### src/hw/rtl/sts_pkg.sv
package sts_pkg;

  localparam int NOTE_COUNT_DEF = 128;

  localparam int NOTE_W    = 7;
  localparam int PITCH_W   = 16;
  localparam int TIME_W    = 32;
  localparam int COIL_W    = 4;
  localparam int IDX_W     = 2;

  localparam int US_PER_SECOND = 1000000;
  localparam int QUO_W         = $clog2(US_PER_SECOND + 1);
  localparam int REM_W         = PITCH_W + 1;
  localparam int CNT_W         = $clog2(QUO_W);

  localparam logic REQ_NOTE = 1'b0;
  localparam logic REQ_TICK = 1'b1;

  typedef enum logic [1:0] {
    MODE_INIT = 2'd0,
    MODE_PLAY = 2'd1,
    MODE_IDLE = 2'd2
  } mode_t;

  typedef struct packed {
    logic             done;
    logic [QUO_W-1:0] quo;
  } div_stat_t;

  function automatic logic [COIL_W-1:0] coil_of(input logic [IDX_W-1:0] idx);
    logic [COIL_W-1:0] c;
    case (idx)
      2'd0:    c = 4'd5;
      2'd1:    c = 4'd6;
      2'd2:    c = 4'd10;
      2'd3:    c = 4'd9;
      default: c = 4'd5;
    endcase
    return c;
  endfunction

endpackage

### src/hw/rtl/sts_div.sv
module sts_div (
  input  logic                        clk,
  input  logic                        rst_n,
  input  logic                        start,
  input  logic [sts_pkg::PITCH_W-1:0] divisor,
  output sts_pkg::div_stat_t          stat
);
  import sts_pkg::*;

  logic                busy_r, busy_nxt;
  logic                done_r, done_nxt;
  logic [CNT_W-1:0]    cnt_r, cnt_nxt;
  logic [REM_W-1:0]    rem_r, rem_nxt;
  logic [QUO_W-1:0]    quo_r, quo_nxt;
  logic [PITCH_W-1:0]  dvs_r, dvs_nxt;
  logic [REM_W-1:0]    sh;
  logic [REM_W:0]      diff;

  always_comb begin
    sh   = {rem_r[REM_W-2:0], quo_r[QUO_W-1]};
    diff = {1'b0, sh} - {2'b00, dvs_r};
    busy_nxt = busy_r;
    done_nxt = 1'b0;
    cnt_nxt  = cnt_r;
    rem_nxt  = rem_r;
    quo_nxt  = quo_r;
    dvs_nxt  = dvs_r;
    if (start) begin
      busy_nxt = 1'b1;
      cnt_nxt  = '0;
      rem_nxt  = '0;
      quo_nxt  = QUO_W'(US_PER_SECOND);
      dvs_nxt  = divisor;
    end else if (busy_r) begin
      if (diff[REM_W]) begin
        rem_nxt = sh;
        quo_nxt = {quo_r[QUO_W-2:0], 1'b0};
      end else begin
        rem_nxt = diff[REM_W-1:0];
        quo_nxt = {quo_r[QUO_W-2:0], 1'b1};
      end
      cnt_nxt = cnt_r + 1'b1;
      if (cnt_r == CNT_W'(QUO_W - 1)) begin
        busy_nxt = 1'b0;
        done_nxt = 1'b1;
      end
    end
  end

  always_ff @(posedge clk) begin
    if (!rst_n) begin
      busy_r <= 1'b0;
      done_r <= 1'b0;
      cnt_r  <= '0;
    end else begin
      busy_r <= busy_nxt;
      done_r <= done_nxt;
      cnt_r  <= cnt_nxt;
    end
    rem_r <= rem_nxt;
    quo_r <= quo_nxt;
    dvs_r <= dvs_nxt;
  end

  assign stat.done = done_r;
  assign stat.quo  = quo_r;

endmodule

### src/hw/rtl/stepper_tone_sequencer_core.sv
// channel | direction | handshake         | payload
// in      | into core | in_valid/in_stall | in_req_type in_note in_pitch_hz in_now_us
// out     | from core | out_valid/out_stall | out_coils out_stepped out_note_taken
//
// A set-note beat and most ticks show their result the cycle after accept.
// A tick that starts a note with nonzero pitch runs the restoring divider, one quotient
// bit per cycle, 20 bits; the core waits in S_DIV for its done, then shows the result.
// One beat at a time; in_stall stays high until the result beat is taken.
// out_stall holds the result beat and the core; synchronous reset, rst_n low.
module stepper_tone_sequencer_core #(
  parameter int NOTE_COUNT = sts_pkg::NOTE_COUNT_DEF
) (
  input  logic                        clk,
  input  logic                        rst_n,
  input  logic                        in_valid,
  output logic                        in_stall,
  input  logic                        in_req_type,
  input  logic [sts_pkg::NOTE_W-1:0]  in_note,
  input  logic [sts_pkg::PITCH_W-1:0] in_pitch_hz,
  input  logic [sts_pkg::TIME_W-1:0]  in_now_us,
  output logic                        out_valid,
  input  logic                        out_stall,
  output logic [sts_pkg::COIL_W-1:0]  out_coils,
  output logic                        out_stepped,
  output logic                        out_note_taken
);
  import sts_pkg::*;

  typedef enum logic [1:0] {
    S_READY,
    S_DIV,
    S_OUT
  } st_t;

  st_t                 state_r, state_nxt;
  mode_t               mode_r, mode_nxt;
  logic [NOTE_W-1:0]   cur_note_r, cur_note_nxt;
  logic [PITCH_W-1:0]  cur_pitch_r, cur_pitch_nxt;
  logic                dir_fwd_r, dir_fwd_nxt;
  logic [IDX_W-1:0]    idx_r, idx_nxt;
  logic [TIME_W-1:0]   last_time_r, last_time_nxt;
  logic [TIME_W-1:0]   period_r, period_nxt;
  logic [COIL_W-1:0]   coil_r, coil_nxt;
  logic                stepped_r, stepped_nxt;
  logic                taken_r, taken_nxt;
  logic                div_start;
  logic                note_ok;
  logic [TIME_W-1:0]   elapsed;
  div_stat_t           div_stat;

  sts_div u_div (
    .clk     (clk),
    .rst_n   (rst_n),
    .start   (div_start),
    .divisor (cur_pitch_r),
    .stat    (div_stat)
  );

  assign note_ok = ({1'b0, in_note} < 8'(NOTE_COUNT));
  assign elapsed = in_now_us - last_time_r;

  always_comb begin
    state_nxt     = state_r;
    mode_nxt      = mode_r;
    cur_note_nxt  = cur_note_r;
    cur_pitch_nxt = cur_pitch_r;
    dir_fwd_nxt   = dir_fwd_r;
    idx_nxt       = idx_r;
    last_time_nxt = last_time_r;
    period_nxt    = period_r;
    coil_nxt      = coil_r;
    stepped_nxt   = stepped_r;
    taken_nxt     = taken_r;
    div_start     = 1'b0;
    case (state_r)
      S_READY: begin
        if (in_valid) begin
          stepped_nxt = 1'b0;
          taken_nxt   = 1'b0;
          state_nxt   = S_OUT;
          if (in_req_type == REQ_NOTE) begin
            if (in_note != cur_note_r && note_ok) begin
              if (in_note != '0) begin
                dir_fwd_nxt = ~dir_fwd_r;
              end
              cur_note_nxt  = in_note;
              cur_pitch_nxt = in_pitch_hz;
              mode_nxt      = MODE_INIT;
              taken_nxt     = 1'b1;
            end
          end else begin
            case (mode_r)
              MODE_INIT: begin
                if (cur_note_r != '0) begin
                  last_time_nxt = in_now_us;
                  mode_nxt      = MODE_PLAY;
                  if (cur_pitch_r == '0) begin
                    period_nxt = '1;
                  end else begin
                    div_start = 1'b1;
                    state_nxt = S_DIV;
                  end
                end else begin
                  coil_nxt = '0;
                  mode_nxt = MODE_IDLE;
                end
              end
              MODE_PLAY: begin
                if (elapsed >= period_r) begin
                  last_time_nxt = in_now_us;
                  idx_nxt       = dir_fwd_r ? idx_r + 1'b1 : idx_r - 1'b1;
                  coil_nxt      = coil_of(idx_nxt);
                  stepped_nxt   = 1'b1;
                end
              end
              default: begin
              end
            endcase
          end
        end
      end
      S_DIV: begin
        if (div_stat.done) begin
          period_nxt = TIME_W'(div_stat.quo);
          state_nxt  = S_OUT;
        end
      end
      S_OUT: begin
        if (!out_stall) begin
          state_nxt = S_READY;
        end
      end
      default: state_nxt = S_READY;
    endcase
  end

  always_ff @(posedge clk) begin
    if (!rst_n) begin
      state_r     <= S_READY;
      mode_r      <= MODE_INIT;
      cur_note_r  <= '0;
      cur_pitch_r <= '0;
      dir_fwd_r   <= 1'b0;
      idx_r       <= '0;
      last_time_r <= '0;
      period_r    <= '0;
      coil_r      <= '0;
      stepped_r   <= 1'b0;
      taken_r     <= 1'b0;
    end else begin
      state_r     <= state_nxt;
      mode_r      <= mode_nxt;
      cur_note_r  <= cur_note_nxt;
      cur_pitch_r <= cur_pitch_nxt;
      dir_fwd_r   <= dir_fwd_nxt;
      idx_r       <= idx_nxt;
      last_time_r <= last_time_nxt;
      period_r    <= period_nxt;
      coil_r      <= coil_nxt;
      stepped_r   <= stepped_nxt;
      taken_r     <= taken_nxt;
    end
  end

  assign in_stall       = (state_r != S_READY);
  assign out_valid      = (state_r == S_OUT);
  assign out_coils      = coil_r;
  assign out_stepped    = stepped_r;
  assign out_note_taken = taken_r;

endmodule

### config.mk
export PLATFORM = sky130hd
export DESIGN_NAME = stepper_tone_sequencer_core
export DESIGN_NICKNAME = d
export VERILOG_FILES = /design/src/hw/rtl/sts_pkg.sv /design/src/hw/rtl/sts_div.sv /design/src/hw/rtl/stepper_tone_sequencer_core.sv
export SDC_FILE = /design/constraint.sdc
export NUM_CORES = 1
export LEC_CHECK = 0
export BUFFER_PORTS_ARGS = -buffer_cell sky130_fd_sc_hd__buf_2
export CORE_ASPECT_RATIO = 1.2
export CORE_UTILIZATION = 30
export DETAILED_ROUTE_END_ITERATION = 16
export HOLD_SLACK_MARGIN = 0.06
export PLACE_DENSITY = 0.44
export SLEW_MARGIN = 5
export SYNTH_ARGS = -nofsm -noshare
export SYNTH_HDL_FRONTEND = slang
export SYNTH_SLANG_ARGS = --single-unit
### constraint.sdc
create_clock -name clk -period 4.25 [get_ports clk]
set_input_delay 0.2125 -clock clk [delete_from_list [all_inputs] [get_ports clk]]
set_output_delay 0.2125 -clock clk [all_outputs]
set_load 0.01 [all_outputs]
==> run metrics <==
Chip Height 196 µm; Slowest cell on crit path fa_2; Setup Viol. Count Final 0; Fill cells 3159; crit path cell chain ha_4 > inv_2 > fa_2 > a21oi_4 > a2bb2oi_2 > a21oi_2 > a221o_1 > a31oi_1 > buf_4 > o41ai_4 > xor2_1 > ha_1 > nand4_1 > inv_1 > a221oi_2 > buf_4 > buf_4 > a211oi_4 > o21ai_4 > buf_6 > clkbuf_16 > nand3_1 > o21ai_0; Leak Pwr 0.00497 µW; # H-tree levels 4; drt wl/cell 15.5 µm; Power Dens Cells 456 nW/µm²; initial antenna violation count 0; Least-Margin Pin Slew 0.875 ns; CTS sink cnt 148; reg2reg start last_time_r[0]; core area 30700 µm²; die width 164 µm; final hold vios 0; crit end category flip-flop; CP Data Required Time 4.57 ns; Initial Util 30.7%; clk root buf clkbuf_16; Stages on worst setup path 23; routability congestion estimate 0.777; Synth area leader dfxtp_1; post-synthesis net count 1257; Slew HR 41.7%; reg2reg setup slack 0.08 ns; Worst Hold Depth 3; WL final 25600 µm; R2R depth 23; most common cell after layout, fill and taps aside dfxtp_1; maximum fanout along the worst path 16; Inserted Clock Buffers 17; Final ANT Viol Nets 0; yosys warns 0; first-pass GRT wire length 40500 µm; share of cells above drive strength 1 17.6%; mapped cell area 9450 µm²; PortBufs 67; Tcrit/Tclk final 98.2%; Ant. Diodes 0; All-Layer GR Usage 15.8%; status complete, no violations; number of I/O pins 68; Final min period 4.17 ns; Worst Path Arrival 4.49 ns; ys flop type dfxtp_1; WP buf/inv 7; max cap viols 0; synth top area cells dfxtp_1 (28%), ha_1 (11%), mux2i_1 (5.1%); CTS tree done; Tot Pwr 5440 µW; Yosys top cell area share 28.0%; Via-to-Cell Ratio 4.97; Syn Area/Cell 8.47 µm²; hpwl dp 17600 µm; EDFF count, synth 16; CP most frequent cell buf_4; Yosys reg bits 148; worst vdd ir 261 µV; Max Clock Freq 0.240 GHz; hold endpoint cur_note_r[0]; multi-input logic area 6130 µm²; Via Count 8188; critical hold path startpoint in_note[0]; Clock Latency Late Sink 0.44 ns; maximum buffer depth of the clock tree 2; Crit path max-delay family compound AO/OA/AOI/OAI gates; final instance area 11900 µm²; drt drc 0; Clock Pin Slew Worst Setup and Hold Paths 0.07 ns; RSZ-0062 raised after global routing true; FFs w/ async S/R, synth 0%; largest net degree at the start of global routing 76; worst r2r dst last_time_r[9]; full die area 32200 µm²; Post-Syn Instances 1115; Hold Crit Class in2reg; vias in the first global route 8125; layout net count 1381; Area Growth Syn to Fin 26.2%; most frequent cells in the layout dfxtp_1 (125), nand2_1 (111), inv_1 (76), nor2_1 (76); Placed Instance Area 10300 µm²; Final Max Slew Viols 0; drt first pass iters 4; register area 3130 µm²; Crit Path Class reg2reg; Setup Skew 0.0132 ns; CP max stage delay 0.41 ns; Yosys cell types 80; sequential element share of the synthesized area 33.1%; grt ovf 0; CP Launch Type flip-flop; initial DRC count 394; Core Rows 70
## synth_stat cells, types with 10 or more instances
cell type	instances
nor3_1	15
xnor2_1	24
nand2_1	111
dfxtp_1	132
clkbuf_1	39
o21ai_0	73
edfxtp_1	16
xor2_1	22
ha_1	80
a21o_1	19
a21oi_1	61
nand4_1	13
a211oi_1	10
nor2b_1	39
nand2b_1	10
buf_2	15
nand3_1	58
o21a_1	10
mux2i_1	48
nor2_1	78
inv_1	81
o211a_1	20
## timing repair
item / CTS / global route
hold buffers: 49 / 0
pin swaps: 10 / 36
setup buffers: 5 / 4
gates cloned: 1 / 3
endpoints found under the setup margin: 35 / 39
endpoints found under the hold margin: 49 / 0
gates resized for setup: 14 / 81
## sequential cells by signal, indices dropped and copies added, names as in the netlist, 2 cells and up
signal       count
cur_note_r       7
cur_pitch_r     16
idx_r            2
last_time_r     32
mode_r           2
out_coils        4
period_r        21
state_r          2
u_div.cnt_r      5
u_div.dvs_r     16
u_div.quo_r     20
u_div.rem_r     16
## layout make-up
class	instances	share of cell area (%)
multi-input combinational	828	51.4
sequential	148	26.3
timing repair buffer	162	10.7
tap	396	4.16
clock buffer	17	3.57
inverter	82	2.58
clock inverter	15	1.34
## metal layers
layer	track usage, %	wire length (µm)	up-vias
met5	0	0	-
met4	5.28	443	0
met3	2.44	475	30
met2	28.9	13200	93
met1	18.5	11400	3825
li1	-	-	4240
## tightest hold or removal path, cell delays in order
cell and delay (ns):
buf_2 0.11, mux2i_1 0.06, nor2b_1 0.09
## cell families after synthesis
group,count (synthesis),synth area share (%)
simple gates,364,18.6
compound gates,287,22.0
fa+ha+maj,82,11.0
flops,148,33.1
buf+inv,139,5.84
xor+xnor,46,4.26
mux,49,5.21
## power breakdown
part	total, µW	switching [µW]	internal (µW)
sequential	1790	161	1630
combinational	2090	1160	928
clock	1550	720	834
## metrics by stage
stage               setup slack (ns)  TNS [ns]  utilization, %  cells  hold WS (ns)
floorplan                      0.226         0               -   1115         0.345
global placement             -0.0198    -0.422            33.6   1556         0.442
detailed placement           -0.0643     -1.77            33.6   1556         0.451
CTS                          0.00307         0            37.6   1643        0.0628
global route                  -0.136     -3.92            38.8   1648        0.0875
finish                        0.0759         0            38.8   1648        0.0750
## worst max-delay path by stage
stage,start,end,slack [ns]
final,last_time_r[0],last_time_r[9],0.08
after global routing,last_time_r[0],last_time_r[9],-0.14
after CTS,in_now_us[3],last_time_r[1],0.003
after detailed placement,in_now_us[0],last_time_r[7],-0.06
after global placement,in_now_us[0],last_time_r[12],-0.02
after floorplan,last_time_r[0],last_time_r[0],0.23
Power figures use the tool's default switching activity.
